## src/design/tps_pkg.sv

```systemverilog
// tps_pkg: shared types and constants for the text paragraph segmenter.
// Holds the command and result structs, sequencer state codes and byte codes.
// No dependencies.
`timescale 1ns / 1ps

package tps_pkg;

    localparam int TPS_HOLD_DEPTH = 32;     // default hold buffer depth
    localparam int TPS_CNT_W      = 6;      // holds any held count for depth up to 63
    localparam int TPS_QDEPTH     = 4;      // command queue depth
    localparam int TPS_QPTR_W     = 2;
    localparam int TPS_PEND_W     = 3;      // outstanding flushes: queue plus one in service

    localparam logic [4:0] TPS_MIN_LEN_RESET = 5'd10;

    localparam logic [7:0] CH_TAB = 8'h09;
    localparam logic [7:0] CH_LF  = 8'h0A;
    localparam logic [7:0] CH_CR  = 8'h0D;
    localparam logic [7:0] CH_SP  = 8'h20;
    localparam logic [7:0] CH_DEL = 8'h7F;

    localparam logic [1:0] NL_NONE = 2'd0;
    localparam logic [1:0] NL_ONE  = 2'd1;

    // One request's worth of work for the back end
    typedef struct packed {
        logic [TPS_CNT_W-1:0] flush_n;      // held bytes to replay first
        logic                 emit_byte;    // then the text byte itself
        logic [7:0]           text_byte;
        logic                 seg_mark;     // segment close on blank line
        logic                 done_mark;    // end of text marker
        logic                 done_seg_end;
        logic                 done_status;
        logic                 ovf_main;     // overflow flag for bytes and segment marker
        logic                 ovf_done;     // overflow flag for the end of text marker
    } tps_cmd_t;

    typedef struct packed {
        logic [7:0] out_byte;
        logic       byte_valid;
        logic       segment_end;
        logic       text_done;
        logic       status;
        logic       overflow;
        logic       last_of_run;
    } tps_res_t;

    typedef enum logic [4:0] {
        ST_IDLE  = 5'b00001,
        ST_FLUSH = 5'b00010,
        ST_BYTE  = 5'b00100,
        ST_SEG   = 5'b01000,
        ST_DONE  = 5'b10000
    } tps_state_t;

endpackage

```

## src/design/tps_ram.sv

```systemverilog
// tps_ram: generic single write port, single read port RAM with registered read.
// No dependencies.
`timescale 1ns / 1ps

module tps_ram #(
    parameter int WIDTH = 8,
    parameter int DEPTH = 32
) (
    input  logic                     aclk,
    input  logic                     we,
    input  logic [$clog2(DEPTH)-1:0] waddr,
    input  logic [WIDTH-1:0]         wdata,
    input  logic                     re,
    input  logic [$clog2(DEPTH)-1:0] raddr,
    output logic [WIDTH-1:0]         rdata
);

    logic [WIDTH-1:0] mem [DEPTH];

    always_ff @(posedge aclk) begin
        if (we) begin
            mem[waddr] <= wdata;
        end
        if (re) begin
            rdata <= mem[raddr];
        end
    end

endmodule

```

## src/design/tps_cmd_fifo.sv

```systemverilog
// tps_cmd_fifo: short command queue between the front and back ends.
// Depends on tps_pkg.
`timescale 1ns / 1ps

module tps_cmd_fifo
    import tps_pkg::*;
(
    input  logic     aclk,
    input  logic     aresetn,
    input  logic     push,
    input  tps_cmd_t push_cmd,
    input  logic     pop,
    output tps_cmd_t head,
    output logic     not_empty,
    output logic     full
);

    tps_cmd_t              entry_reg [TPS_QDEPTH];
    logic [TPS_QPTR_W-1:0] wr_ptr_reg, wr_ptr_next;
    logic [TPS_QPTR_W-1:0] rd_ptr_reg, rd_ptr_next;
    logic [TPS_QPTR_W:0]   cnt_reg, cnt_next;

    assign head      = entry_reg[rd_ptr_reg];
    assign not_empty = (cnt_reg != '0);
    assign full      = (cnt_reg == (TPS_QPTR_W+1)'(TPS_QDEPTH));

    always_comb begin
        wr_ptr_next = push ? wr_ptr_reg + 1'b1 : wr_ptr_reg;
        rd_ptr_next = pop  ? rd_ptr_reg + 1'b1 : rd_ptr_reg;
        cnt_next    = cnt_reg + {{TPS_QPTR_W{1'b0}}, push} - {{TPS_QPTR_W{1'b0}}, pop};
    end

    always_ff @(posedge aclk) begin
        if (push) begin
            entry_reg[wr_ptr_reg] <= push_cmd;
        end
    end

    always_ff @(posedge aclk) begin
        if (!aresetn) begin
            wr_ptr_reg <= '0;
            rd_ptr_reg <= '0;
            cnt_reg    <= '0;
        end else begin
            wr_ptr_reg <= wr_ptr_next;
            rd_ptr_reg <= rd_ptr_next;
            cnt_reg    <= cnt_next;
        end
    end

endmodule

```

## src/design/tps_front.sv

```systemverilog
// tps_front: accepts input bytes, normalises and classifies them, keeps the
// segment state, writes held bytes into the hold RAM and queues commands.
// Depends on tps_pkg.
`timescale 1ns / 1ps

module tps_front
    import tps_pkg::*;
#(
    parameter int HOLD_DEPTH = TPS_HOLD_DEPTH
) (
    input  logic                          aclk,
    input  logic                          aresetn,
    input  logic                          s_valid,
    output logic                          s_ready,
    input  logic [7:0]                    s_text_byte,
    input  logic                          s_has_byte,
    input  logic                          s_end_of_text,
    input  logic [4:0]                    min_len,
    output logic                          ram_we,
    output logic [$clog2(HOLD_DEPTH)-1:0] ram_waddr,
    output logic [7:0]                    ram_wdata,
    output logic                          cmd_push,
    output tps_cmd_t                      cmd,
    input  logic                          cmd_full,
    input  logic                          flush_done
);

    localparam int AW = $clog2(HOLD_DEPTH);
    localparam int CW = AW + 1;

    logic                  acr_reg, acr_next;
    logic [1:0]            nl_reg, nl_next;
    logic                  started_reg, started_next;
    logic                  emit_reg, emit_next;
    logic [AW-1:0]         hc_reg, hc_next;
    logic                  seen_reg, seen_next;
    logic                  ovf_reg, ovf_next;
    logic [TPS_PEND_W-1:0] pend_reg, pend_next;

    logic          accept;
    logic          keep;
    logic [7:0]    c;
    logic          do_space, do_text, do_seg;
    logic [CW-1:0] hc_inc;
    logic          space_fits, reach_min;
    logic          needs_write;
    logic          flush_busy;

    assign hc_inc     = {1'b0, hc_reg} + CW'(1);
    assign space_fits = hc_inc < CW'(HOLD_DEPTH);
    // A min of 0 acts as 1 and one above the depth as the depth: both fall out here
    assign reach_min  = (hc_inc >= CW'(min_len)) || !space_fits;
    assign flush_busy = (pend_reg != '0);

    always_comb begin
        c    = (s_text_byte == CH_CR) ? CH_LF : s_text_byte;
        keep = s_has_byte && !(acr_reg && s_text_byte == CH_LF) &&
               !((c < CH_SP && c != CH_LF && c != CH_TAB) || c == CH_DEL);
        do_space = keep && ((c == CH_LF && nl_reg == NL_NONE) || c == CH_SP || c == CH_TAB);
        do_seg   = keep && c == CH_LF && nl_reg == NL_ONE;
        do_text  = keep && c != CH_LF && c != CH_SP && c != CH_TAB;
        needs_write = (do_space && started_reg && space_fits) ||
                      (do_text && !emit_reg && !reach_min);
    end

    assign s_ready   = !cmd_full && !(needs_write && flush_busy);
    assign accept    = s_valid && s_ready;
    assign ram_we    = accept && needs_write;
    assign ram_waddr = hc_reg;
    assign ram_wdata = c;

    always_comb begin
        acr_next     = acr_reg;
        nl_next      = nl_reg;
        started_next = started_reg;
        emit_next    = emit_reg;
        hc_next      = hc_reg;
        seen_next    = seen_reg;
        ovf_next     = ovf_reg;
        cmd          = '0;
        cmd.text_byte = c;
        cmd.ovf_main  = ovf_reg;

        if (s_has_byte) begin
            seen_next = 1'b1;
            acr_next  = (s_text_byte == CH_CR);
        end
        if (keep) begin
            if (c == CH_LF) begin
                if (nl_reg == NL_NONE) begin
                    nl_next = NL_ONE;
                end else begin
                    nl_next = 2'd2;
                end
            end else begin
                nl_next = NL_NONE;
            end
        end
        if (do_space && started_reg) begin
            if (space_fits) begin
                hc_next = hc_reg + 1'b1;
            end else begin
                ovf_next = 1'b1;
            end
        end
        if (do_text) begin
            started_next = 1'b1;
            if (emit_reg || reach_min) begin
                emit_next     = 1'b1;
                cmd.flush_n   = TPS_CNT_W'(hc_reg);
                cmd.emit_byte = 1'b1;
                hc_next       = '0;
            end else begin
                hc_next = hc_reg + 1'b1;
            end
        end
        if (do_seg) begin
            cmd.seg_mark = emit_reg;
            started_next = 1'b0;
            emit_next    = 1'b0;
            hc_next      = '0;
            ovf_next     = 1'b0;
        end
        if (s_end_of_text) begin
            cmd.done_mark    = 1'b1;
            cmd.done_seg_end = emit_next;
            cmd.done_status  = !seen_next;
            cmd.ovf_done     = ovf_next;
            started_next     = 1'b0;
            emit_next        = 1'b0;
            hc_next          = '0;
            ovf_next         = 1'b0;
            acr_next         = 1'b0;
            nl_next          = NL_NONE;
            seen_next        = 1'b0;
        end
    end

    assign cmd_push = accept && (cmd.emit_byte || cmd.seg_mark || cmd.done_mark);

    always_comb begin
        pend_next = pend_reg
                  + {{(TPS_PEND_W-1){1'b0}}, cmd_push && cmd.flush_n != '0}
                  - {{(TPS_PEND_W-1){1'b0}}, flush_done};
    end

    always_ff @(posedge aclk) begin
        if (!aresetn) begin
            acr_reg     <= 1'b0;
            nl_reg      <= NL_NONE;
            started_reg <= 1'b0;
            emit_reg    <= 1'b0;
            hc_reg      <= '0;
            seen_reg    <= 1'b0;
            ovf_reg     <= 1'b0;
            pend_reg    <= '0;
        end else begin
            if (accept) begin
                acr_reg     <= acr_next;
                nl_reg      <= nl_next;
                started_reg <= started_next;
                emit_reg    <= emit_next;
                hc_reg      <= hc_next;
                seen_reg    <= seen_next;
                ovf_reg     <= ovf_next;
            end
            pend_reg <= pend_next;
        end
    end

endmodule

```

## src/design/tps_back.sv

```systemverilog
// tps_back: pops commands, replays held bytes from the hold RAM, emits text
// bytes and markers, and buffers results in a two entry output queue.
// Depends on tps_pkg.
`timescale 1ns / 1ps

module tps_back
    import tps_pkg::*;
#(
    parameter int HOLD_DEPTH = TPS_HOLD_DEPTH
) (
    input  logic                          aclk,
    input  logic                          aresetn,
    input  logic                          cmd_valid,
    input  tps_cmd_t                      cmd_head,
    output logic                          cmd_pop,
    output logic                          ram_re,
    output logic [$clog2(HOLD_DEPTH)-1:0] ram_raddr,
    input  logic [7:0]                    ram_rdata,
    output logic                          flush_done,
    output logic                          m_valid,
    input  logic                          m_ready,
    output tps_res_t                      m_res
);

    localparam int AW = $clog2(HOLD_DEPTH);
    localparam int CW = AW + 1;

    tps_state_t st_reg, st_next;
    tps_cmd_t   cur_reg, cur_next;
    logic [AW-1:0] idx_reg, idx_next;

    logic     stage_valid_reg;
    logic     stage_ram_reg;
    tps_res_t stage_res_reg, stage_res_next;

    tps_res_t   oq_reg [2];
    logic       oq_wr_reg, oq_rd_reg;
    logic [1:0] oq_cnt_reg;

    logic       oq_pop, oq_push, room, issue, flush_last, is_last;
    logic [2:0] occ_after;
    tps_state_t follow;
    tps_res_t   push_res;

    function automatic tps_state_t pick(input logic b, input logic s, input logic d);
        tps_state_t r;
        if (b) begin
            r = ST_BYTE;
        end else if (s) begin
            r = ST_SEG;
        end else if (d) begin
            r = ST_DONE;
        end else begin
            r = ST_IDLE;
        end
        return r;
    endfunction

    function automatic tps_state_t first_of(input tps_cmd_t k);
        tps_state_t r;
        if (k.flush_n != '0) begin
            r = ST_FLUSH;
        end else begin
            r = pick(k.emit_byte, k.seg_mark, k.done_mark);
        end
        return r;
    endfunction

    // Output queue credit counts the result in flight through the RAM stage
    assign oq_pop    = (oq_cnt_reg != 2'd0) && m_ready;
    assign occ_after = {1'b0, oq_cnt_reg} + {2'b0, stage_valid_reg} - {2'b0, oq_pop};
    assign room      = occ_after < 3'd2;
    assign issue     = (st_reg != ST_IDLE) && room;
    assign flush_last = ({1'b0, idx_reg} + CW'(1)) == CW'(cur_reg.flush_n);

    always_comb begin
        case (st_reg)
            ST_FLUSH: follow = flush_last ?
                               pick(cur_reg.emit_byte, cur_reg.seg_mark, cur_reg.done_mark) :
                               ST_FLUSH;
            ST_BYTE:  follow = pick(1'b0, cur_reg.seg_mark, cur_reg.done_mark);
            ST_SEG:   follow = pick(1'b0, 1'b0, cur_reg.done_mark);
            default:  follow = ST_IDLE;
        endcase
    end
    assign is_last = (follow == ST_IDLE);

    always_comb begin
        st_next  = st_reg;
        cur_next = cur_reg;
        idx_next = idx_reg;
        cmd_pop  = 1'b0;
        if (st_reg == ST_IDLE) begin
            if (cmd_valid) begin
                cmd_pop  = 1'b1;
                cur_next = cmd_head;
                idx_next = '0;
                st_next  = first_of(cmd_head);
            end
        end else if (issue) begin
            if (is_last) begin
                if (cmd_valid) begin
                    cmd_pop  = 1'b1;
                    cur_next = cmd_head;
                    idx_next = '0;
                    st_next  = first_of(cmd_head);
                end else begin
                    st_next = ST_IDLE;
                end
            end else begin
                st_next = follow;
                if (st_reg == ST_FLUSH) begin
                    idx_next = idx_reg + 1'b1;
                end
            end
        end
    end

    assign ram_re     = issue && (st_reg == ST_FLUSH);
    assign ram_raddr  = idx_reg;
    assign flush_done = ram_re && flush_last;

    always_comb begin
        stage_res_next             = '0;
        stage_res_next.out_byte    = (st_reg == ST_BYTE) ? cur_reg.text_byte : 8'd0;
        stage_res_next.byte_valid  = (st_reg == ST_FLUSH) || (st_reg == ST_BYTE);
        stage_res_next.segment_end = (st_reg == ST_SEG) ||
                                     ((st_reg == ST_DONE) && cur_reg.done_seg_end);
        stage_res_next.text_done   = (st_reg == ST_DONE);
        stage_res_next.status      = (st_reg == ST_DONE) && cur_reg.done_status;
        stage_res_next.overflow    = (st_reg == ST_DONE) ? cur_reg.ovf_done : cur_reg.ovf_main;
        stage_res_next.last_of_run = is_last;
    end

    always_comb begin
        push_res = stage_res_reg;
        if (stage_ram_reg) begin
            push_res.out_byte = ram_rdata;
        end
    end
    assign oq_push = stage_valid_reg;

    assign m_valid = (oq_cnt_reg != 2'd0);
    assign m_res   = oq_reg[oq_rd_reg];

    always_ff @(posedge aclk) begin
        if (issue) begin
            stage_res_reg <= stage_res_next;
            stage_ram_reg <= (st_reg == ST_FLUSH);
        end
        if (st_reg == ST_IDLE || (issue && is_last) || issue) begin
            cur_reg <= cur_next;
        end
        if (oq_push) begin
            oq_reg[oq_wr_reg] <= push_res;
        end
    end

    always_ff @(posedge aclk) begin
        if (!aresetn) begin
            st_reg          <= ST_IDLE;
            idx_reg         <= '0;
            stage_valid_reg <= 1'b0;
            oq_wr_reg       <= 1'b0;
            oq_rd_reg       <= 1'b0;
            oq_cnt_reg      <= 2'd0;
        end else begin
            st_reg          <= st_next;
            idx_reg         <= idx_next;
            stage_valid_reg <= issue;
            oq_wr_reg       <= oq_wr_reg ^ oq_push;
            oq_rd_reg       <= oq_rd_reg ^ oq_pop;
            oq_cnt_reg      <= oq_cnt_reg + {1'b0, oq_push} - {1'b0, oq_pop};
        end
    end

endmodule

```

## src/design/text_paragraph_segmenter_top.sv

```systemverilog
// text_paragraph_segmenter_top: top level of the paragraph segmenter.
// Instantiates tps_front, tps_cmd_fifo, tps_back and tps_ram; uses tps_pkg.
// Holds the minimum segment length register.
//
//  Channel | Direction | Handshake            | Carries
//  --------+-----------+----------------------+------------------------------------
//  s_      | in        | s_valid / s_ready    | text_byte, has_byte, end_of_text
//  m_      | out       | m_valid / m_ready    | out_byte, byte_valid, segment_end,
//          |           |                      | text_done, status, overflow, last_of_run
//  cfg_    | in        | cfg_valid / cfg_ready| min_segment_length (5 bits)
//
// Flow: the front takes one request per cycle while s_ready is high. The back sends
// one result per cycle while its output queue has room; a request that replays n
// held bytes sends them before its own text byte and markers.
// A request that must write the hold RAM waits while a replay of that RAM is
// still queued or under way (the single RAM is shared by both ends).
// Reset: synchronous, active low; no clearing pass, the hold RAM is never read
// before it is written.
// Stalls: the four entry command queue and the two entry output queue let the
// front keep accepting while m_ready is low, until the command queue fills.
`timescale 1ns / 1ps

module text_paragraph_segmenter_top
    import tps_pkg::*;
#(
    parameter int HOLD_DEPTH = TPS_HOLD_DEPTH
) (
    input  logic       aclk,
    input  logic       aresetn,

    input  logic       s_valid,
    output logic       s_ready,
    input  logic [7:0] s_text_byte,
    input  logic       s_has_byte,
    input  logic       s_end_of_text,

    output logic       m_valid,
    input  logic       m_ready,
    output logic [7:0] m_out_byte,
    output logic       m_byte_valid,
    output logic       m_segment_end,
    output logic       m_text_done,
    output logic       m_status,
    output logic       m_overflow,
    output logic       m_last_of_run,

    input  logic       cfg_valid,
    output logic       cfg_ready,
    input  logic [4:0] cfg_min_segment_length
);

    localparam int AW = $clog2(HOLD_DEPTH);

    // Minimum trimmed length; write only while the block is quiet (the block does not enforce this)
    logic [4:0] min_len_reg;

    logic          ram_we, ram_re;
    logic [AW-1:0] ram_waddr, ram_raddr;
    logic [7:0]    ram_wdata, ram_rdata;

    logic     cmd_push, cmd_pop, cmd_full, cmd_valid;
    tps_cmd_t cmd_in, cmd_head;
    logic     flush_done;
    tps_res_t m_res;

    assign cfg_ready = 1'b1;

    always_ff @(posedge aclk) begin
        if (!aresetn) begin
            min_len_reg <= TPS_MIN_LEN_RESET;
        end else if (cfg_valid) begin
            min_len_reg <= cfg_min_segment_length;
        end
    end

    // Front: normalisation, filtering, trimming decisions, hold RAM writes
    tps_front #(
        .HOLD_DEPTH (HOLD_DEPTH)
    ) u_front (
        .aclk          (aclk),
        .aresetn       (aresetn),
        .s_valid       (s_valid),
        .s_ready       (s_ready),
        .s_text_byte   (s_text_byte),
        .s_has_byte    (s_has_byte),
        .s_end_of_text (s_end_of_text),
        .min_len       (min_len_reg),
        .ram_we        (ram_we),
        .ram_waddr     (ram_waddr),
        .ram_wdata     (ram_wdata),
        .cmd_push      (cmd_push),
        .cmd           (cmd_in),
        .cmd_full      (cmd_full),
        .flush_done    (flush_done)
    );

    // Commands between the two ends
    tps_cmd_fifo u_cmd_fifo (
        .aclk      (aclk),
        .aresetn   (aresetn),
        .push      (cmd_push),
        .push_cmd  (cmd_in),
        .pop       (cmd_pop),
        .head      (cmd_head),
        .not_empty (cmd_valid),
        .full      (cmd_full)
    );

    // Hold buffer: bytes that may still be trimmed or wait for the minimum
    tps_ram #(
        .WIDTH (8),
        .DEPTH (HOLD_DEPTH)
    ) u_hold_ram (
        .aclk  (aclk),
        .we    (ram_we),
        .waddr (ram_waddr),
        .wdata (ram_wdata),
        .re    (ram_re),
        .raddr (ram_raddr),
        .rdata (ram_rdata)
    );

    // Back: replays held bytes, emits bytes and markers
    tps_back #(
        .HOLD_DEPTH (HOLD_DEPTH)
    ) u_back (
        .aclk       (aclk),
        .aresetn    (aresetn),
        .cmd_valid  (cmd_valid),
        .cmd_head   (cmd_head),
        .cmd_pop    (cmd_pop),
        .ram_re     (ram_re),
        .ram_raddr  (ram_raddr),
        .ram_rdata  (ram_rdata),
        .flush_done (flush_done),
        .m_valid    (m_valid),
        .m_ready    (m_ready),
        .m_res      (m_res)
    );

    assign m_out_byte    = m_res.out_byte;
    assign m_byte_valid  = m_res.byte_valid;
    assign m_segment_end = m_res.segment_end;
    assign m_text_done   = m_res.text_done;
    assign m_status      = m_res.status;
    assign m_overflow    = m_res.overflow;
    assign m_last_of_run = m_res.last_of_run;

endmodule

```

## config.mk

```make
export PLATFORM = sky130hd
export DESIGN_NAME = text_paragraph_segmenter_top
export DESIGN_NICKNAME = d
export VERILOG_FILES = /design/src/design/tps_pkg.sv /design/src/design/tps_ram.sv /design/src/design/tps_cmd_fifo.sv /design/src/design/tps_front.sv /design/src/design/tps_back.sv /design/src/design/text_paragraph_segmenter_top.sv
export SDC_FILE = /design/constraint.sdc
export NUM_CORES = 1
export LEC_CHECK = 0
export BUFFER_PORTS_ARGS = -buffer_cell sky130_fd_sc_hd__buf_4
export CORE_AREA = 2 2 186 188
export CTS_CLUSTER_DIAMETER = 80
export DETAILED_ROUTE_END_ITERATION = 10
export DIE_AREA = 0 0 188 190
export GPL_TIMING_DRIVEN = 0
export PLACE_DENSITY = 0.76
export SLEW_MARGIN = 20
export SYNTH_ARGS = -nofsm -noshare
export SYNTH_HDL_FRONTEND = slang
export SYNTH_HIERARCHICAL = 1
export SYNTH_SLANG_ARGS = --single-unit
```

## constraint.sdc

```tcl
create_clock -name aclk -period 4.3 [get_ports aclk]
set_clock_uncertainty 0.2 [all_clocks]
set_input_delay 0.86 -clock aclk [delete_from_list [all_inputs] [get_ports aclk]]
set_output_delay 0.86 -clock aclk [all_outputs]
set_load 0.01 [all_outputs]
```

======== After elaboration in Yosys (flattened, before gate mapping) ========
Memories as Yosys holds them, arrays and structs flattened. A register that Yosys moved wholly into a read port is not among the register bits.
Cells that the tools add are included.
word-level totals
  output and inout port bits .............. 17
  flip-flop bits (word level) ............. 78
  memories ................................ 3
  logic and storage cells ................. 217
  bits of input ports ..................... 20
  bits in writable memories ............... 368
memories
  name                  depth  width  read ports  clocked after Yosys merged registers in  write ports  line                RTL
  u_hold_ram.mem        32     8      1           1                                        1            tps_ram.sv:18       logic [WIDTH-1:0] mem [DEPTH];
  u_cmd_fifo.entry_reg  4      21     1           1                                        1            tps_cmd_fifo.sv:18  tps_cmd_t entry_reg [TPS_QDEPTH];
  u_back.oq_reg         2      14     1           1                                        1            tps_back.sv:36      tps_res_t oq_reg [2];
operators by class
  add/subtract/negate cells ............... 14
  multiplexer cells ....................... 69
  magnitude comparators ................... 4
  bitwise logic cells ..................... 2
  reductions and logical operators ........ 70
  equality and inequality tests ........... 20
operators by type and width
  cell                                                   count
  two-way mux 5 bit                                      24
  two-way mux 21 bit                                     4
  equality test 8 x 4 -> 1 bit, second input constant    4
  logical AND 1 bit                                      29
  two-way mux 1 bit                                      29
  two-way mux 8 bit                                      2
  inequality test 8 x 4 -> 1 bit, second input constant  2
  case mux 5 bit (3 select lines)                        1
  adder 5 x 1 -> 6 bit, second input constant            2
  logical OR 1 bit                                       12
  two-way mux 2 bit                                      6
  nonzero test 3 bit                                     4
  nonzero test 6 bit                                     2
  adder 5 x 1 -> 5 bit, second input constant            2
  equality test 5 x 1 -> 1 bit, second input constant    2
  AND reduction 2 bit                                    5
  nonzero test 2 bit                                     5
  subtractor 3 x 1 -> 3 bit                              3
  equality test 8 x 6 -> 1 bit, second input constant    1
  equality test 8 x 7 -> 1 bit, second input constant    1
  logical NOT 1 bit                                      8
  < comparator 8 x 6 -> 1 bit, second input constant     1
  inequality test 8 x 6 -> 1 bit, second input constant  1
  nonzero test 4 bit                                     2
  other kinds (23)                                       27

======== Depth between registers and ports, before layout ========
  word-level depth ........................ 22
  gate-level depth with buffers ........... 17
  gate-level depth less buffers ........... 17

======== Hierarchy ========
The synthesis kept the hierarchy.
by module, submodules not included
  module                        times used  seq. area each (µm²)  area an instance (µm²)  cells an instance
  tps_ram                       1           7927.6                10133.5                 417
  tps_back                      1           2242.2                3477.1                  259
  tps_cmd_fifo                  1           2702.6                3475.8                  152
  tps_front                     1           300.3                 1335.0                  170
  text_paragraph_segmenter_top  1           100.1                 198.9                   18

======== Worst setup path before layout ========
No wires, ideal clock.
  path kind ............................... in2reg
  from .................................... input m_ready
  to ...................................... register u_cmd_fifo.cnt_reg[2]
  stages .................................. 16
  path buffers ............................ 0
  data arrival time ....................... 3.857 ns
  required time ........................... 3.983 ns
  setup slack ............................. 0.126 ns
  setup time .............................. 0.117 ns
  cells stage by stage .................... and2_1 > ha_1 > inv_1 > ha_1 > inv_1 > fa_1 > xnor2_1 > and2_1 > o21ai_0 > nor2_1 > ha_1 > inv_1 > ha_1 > fa_1 > xor3_1 > nor2_1
on the way
  longest elaborated chain between the ends .. 7
ends and longest elaborated chain
  element                      line                                RTL
  start: declaration           text_paragraph_segmenter_top.sv:38  input logic m_ready,
  logical AND 1 bit            tps_back.sv:70                      assign oq_pop = (oq_cnt_reg != 2'd0) && m_ready;
  subtractor 3 x 1 -> 3 bit    tps_back.sv:71                      assign occ_after = {1'b0, oq_cnt_reg} + {2'b0, stage_valid_reg} - {2'b0, oq_pop};
  < comparator 3 x 2 -> 1 bit  tps_back.sv:72                      assign room = occ_after < 3'd2;
  logical AND 1 bit            tps_back.sv:73                      assign issue = (st_reg != ST_IDLE) && room;
  two-way mux 1 bit            tps_back.sv:100                     end else if (issue) begin
  two-way mux 1 bit            tps_back.sv:93                      if (st_reg == ST_IDLE) begin
  named net cmd_pop            text_paragraph_segmenter_top.sv:61  logic cmd_push, cmd_pop, cmd_full, cmd_valid;
  subtractor 3 x 1 -> 3 bit    tps_cmd_fifo.sv:30                  cnt_next = cnt_reg + {{TPS_QPTR_W{1'b0}}, push} - {{TPS_QPTR_W{1'b0}}, pop};
  end signal: assignment       tps_cmd_fifo.sv:47                  cnt_reg <= cnt_next;
  end: declaration             tps_cmd_fifo.sv:21                  logic [TPS_QPTR_W:0] cnt_reg, cnt_next;
The timed path passes the listed nets, and every way through them passes these cells.
A chain may end at the register's enable or synchronous reset.

======== Final worst setup path ========
  from .................................... register u_front.hc_reg[0] (netlist: u_front/ram_waddr[0])
  to ...................................... memory u_hold_ram.mem[6][0], enable pin
on the way
  longest elaborated chain between the ends .. 14
  elaborated cells on any way between the ends .. 16
  classes of those cells .................. add/sub (1); order compare (2); mux (2); reduce/logical (11)
ends and longest elaborated chain
  element                                    line                                RTL
  start: declaration                         tps_front.sv:35                     logic [AW-1:0] hc_reg, hc_next;
  start signal: assignment                   tps_front.sv:163                    hc_reg <= hc_next;
  adder 5 x 1 -> 6 bit *                     tps_front.sv:49                     assign hc_inc = {1'b0, hc_reg} + CW'(1);
  < comparator 6 bit                         tps_front.sv:50                     assign space_fits = hc_inc < CW'(HOLD_DEPTH);
  logical NOT 1 bit                          tps_front.sv:52                     assign reach_min = (hc_inc >= CW'(min_len)) || !space_fits;
  logical OR 1 bit                           tps_front.sv:52
  logical NOT 1 bit                          tps_front.sv:63                     (do_text && !emit_reg && !reach_min);
  logical AND 1 bit                          tps_front.sv:63
  logical OR 1 bit *                         tps_front.sv:62                     needs_write = (do_space && started_reg && space_fits) ||
  logical AND 1 bit                          tps_front.sv:66                     assign s_ready = !cmd_full && !(needs_write && flush_busy);
  logical NOT 1 bit                          tps_front.sv:66
  logical AND 1 bit                          tps_front.sv:66
  logical AND 1 bit                          tps_front.sv:67                     assign accept = s_valid && s_ready;
  logical AND 1 bit *                        tps_front.sv:68                     assign ram_we = accept && needs_write;
  named net ram_we                           text_paragraph_segmenter_top.sv:57  logic ram_we, ram_re;
  two-way mux 1 bit *                        tps_ram.sv:21                       if (we) begin
  two-way mux 1 bit (implied by the code) *  tps_ram.sv:22                       mem[waddr] <= wdata;
  end: declaration                           tps_ram.sv:18
The timed path passes the listed nets; every way through them passes the cells marked *.

==> results.cfg <==
[run_status]
status = finished clean

[route]
post-route-drc-count = 0
drt_iter0_drc = 1042
wirelength_um = 37000
wl_per_cell_um = 23.2
num_vias = 9712
drt_pre_antenna_iters = 5
via_per_inst = 6.07
ant_nets = 0

[setup_path]
critPathMaxFanout = 12
crit_family = buffers and inverters
r2r-start = u_front/ram_waddr[0]$_SDFFE_PN0P_
critPathRequiredTime_ns = 4.30
reg2reg_slack_ns = 0.19
crit_path_end_kind = flop
path_common_cell = buf_4
crit_cells = 16
cp_cell_sequence = ha_2 > nand3_1 > xnor2_1 > ha_1 > o21ai_0 > o211ai_1 > buf_4 > o22ai_2 > a21o_1 > buf_2 > nor3b_4 > buf_4 > nand3b_1 > buf_4 > buf_12 > nor2_4
critPathMaxStageDelay_ns = 0.45
crit_path_end = u_hold_ram/mem[6][0]$_DFFE_PP_
crit_path_start = u_front/ram_waddr[0]$_SDFFE_PN0P_
critPathBufInv = 5
arrival_ns = 4.12
r2r_end = u_hold_ram/mem[6][0]$_DFFE_PP_
critPathSlowestCell = dfxtp_4
critPathKind = flop to flop
rr_worst_depth = 16
startpoint_type = flop

[sta]
post-route-period-util = 0.956
worst_pin_slew_ns = 0.900
hold_viol = 0
fmax_mhz = 243
rsz0062_at_grt = no
relSlewSlack = 0.395
setup_violations = 0
period_minus_slack_ns = 4.11
slew_violations = 0

[placed_design]
placed_area_um2 = 19500
gp_congestion = 0.846
dp.cells = 1506
portBuffers = 34
hpwl_um = 23300

[layout]
layout-drive-gt1-share = 0.300
final_cell_mix = edfxtp_1, mux4_2, buf_4
nets = 1153
area_growth_pct = 14.8
largest_reg_flops = 256
n_antenna_cell = 0
finalInstanceArea_um2 = 21400
final_cells = 1600
final_common_cell = edfxtp_1

[clock_network]
cts_tree = yes
clock_latency_ns = 0.55
clk_path_buf_depth = 3
cts_buffers = 45
ctsHtreeMaxLevel = 2
numClockSinks = 457
clkTransAtPathRegs_ns = 0.06
cts-root-buf = clkbuf_16

[power_and_ir_drop]
leakage_nw = 6.82
fin_total_pwr_mw = 11.2
p_per_area_nw_per_um2 = 524
peakVddDrop_mv = 0.295

[global_routing]
antenna_found_initial = 0
use_met2 = 0.334
grt_pass1_vias = 9645
met1_usage = 0.293
grt_usage = 0.209
grt_overflow_total = 0
grt_start_max_net_pins = 33
grt_pass1_wl_um = 56300
busiest_layer = met2
use_met3 = 0.0406

[synthesis]
netlist_instances = 1016
yosys_warnings = 6
ys_ff_latch = 457
synthDistinctLibCells = 76
syn_nets = 1058
synth_edf_count = 412
async_flop_share = 0
ys_seq_area_frac = 0.713
avgSynthCellArea_um2 = 18.3
synthFlopType = edfxtp_1
syn-cell-area_um2 = 18600

[floorplanning]
die_y_um = 190
ioPinCount = 37
core_area_um2 = 33900
rows = 68
fp.dieArea_um2 = 35700
start_util = 0.549
die_w_um = 188

[run]
drv_cap = 0

[min_path]
hold_class = flop to flop
[metrics by stage]
step                setup TNS (ns)   util  worst slack [ns]  hold WS, ns
floorplan                        0      -             0.126        0.221
global placement           -245.87  0.573            -0.950        0.227
detailed placement         -275.16  0.573             -1.05        0.233
CTS                              0  0.626            0.0189        0.247
global route                     0  0.630           0.00241        0.259
finish                           0  0.630             0.187        0.247
[cells in the mapped netlist, types with 18 or more instances]
| cell | number | share of area |
|---|---|---|
| ha_1 | 19 | 0.013 |
| clkbuf_1 | 18 | 0.0036 |
| mux4_2 | 100 | 0.12 |
| nor2_1 | 65 | 0.013 |
| nand2_1 | 22 | 0.0044 |
| edfxtp_1 | 412 | 0.66 |
| dfxtp_1 | 45 | 0.048 |
| buf_4 | 18 | 0.0073 |
| o21ai_0 | 18 | 0.0048 |
| and2_1 | 30 | 0.010 |
| mux2_2 | 31 | 0.019 |
| inv_1 | 27 | 0.0054 |
[cell type report]
type | count | area (um2)
flip-flops and latches | 457 | 13300
fillers | 2265 | 12600
multi-input cells | 479 | 5230
clock buffers | 55 | 1230
well taps | 455 | 569
repair buffers | 49 | 438
plain buffers | 50 | 293
clock inverters | 26 | 231
inverters | 29 | 109
[worst register-to-register path, stage by stage (launching register included)]
cell and delay, ns:
dfxtp_4 0.45, ha_2 0.27, nand3_1 0.11, xnor2_1 0.18, ha_1 0.32, o21ai_0 0.08, o211ai_1 0.18, buf_4 0.16
o22ai_2 0.13, a21o_1 0.24, buf_2 0.21, nor3b_4 0.32, buf_4 0.19, nand3b_1 0.13, buf_4 0.20, buf_12 0.15
nor2_4 0.27
[cells by family (layout without fill, tap and decap cells)]
kind of cell	Yosys count	after routing	share of synthesized area
and+or+nand+nor	215	215	0.0629
xor gates and xnor gates	17	17	0.00880
other	2	2	0.000403
muxes	140	140	0.145
AOI/OAI and AO/OA	83	83	0.0319
DFF	457	457	0.713
buffers and inverters	80	209	0.0218
adders and majority gates	22	22	0.0160
[layer usage]
| layer | up-vias | share of wire |
|---|---|---|
| met3 | 76 | 0.082 |
| met1 | 4945 | 0.40 |
| met5 | - | 0 |
| li1 | 4236 | - |
| met2 | 455 | 0.48 |
| met4 | 0 | 0.030 |
[repair_timing]
action                                  4_1_cts  5_1_grt
gates cloned                                  0        0
hold buffers                                  0        0
hold endpoints to repair                      0        0
buffers inserted                              9        5
endpoints found under the setup margin      344      344
resized for setup                            72       13
pin swaps                                     3        8
[how the worst min path moves through the flow]
stage                                             from                             to  slack, ns  cells past startpoint
after global placement    u_back/push_res[5]$_DFFE_PP_  u_back/oq_reg[0][5]$_DFFE_PP_       0.23                      0
after global routing      u_back/push_res[0]$_DFFE_PP_  u_back/oq_reg[1][0]$_DFFE_PP_       0.26                      0
after detailed placement  u_back/push_res[0]$_DFFE_PP_  u_back/oq_reg[1][0]$_DFFE_PP_       0.23                      0
after floorplan           u_back/push_res[0]$_DFFE_PP_  u_back/oq_reg[0][0]$_DFFE_PP_       0.22                      0
after CTS                 u_back/push_res[0]$_DFFE_PP_  u_back/oq_reg[0][0]$_DFFE_PP_       0.25                      0
final                     u_back/push_res[0]$_DFFE_PP_  u_back/oq_reg[0][0]$_DFFE_PP_       0.25                      0
[where the power goes]
group / switching [mW] / total (mW) / internal [mW] / leakage, nW
registers: 0.167 / 5.55 / 5.38 / 4.11
logic: 1.04 / 1.83 / 0.786 / 2.00
clock network: 1.62 / 3.84 / 2.22 / 0.706
total: 2.83 / 11.2 / 8.39 / 6.82
(Power assumes the default switching activity.)
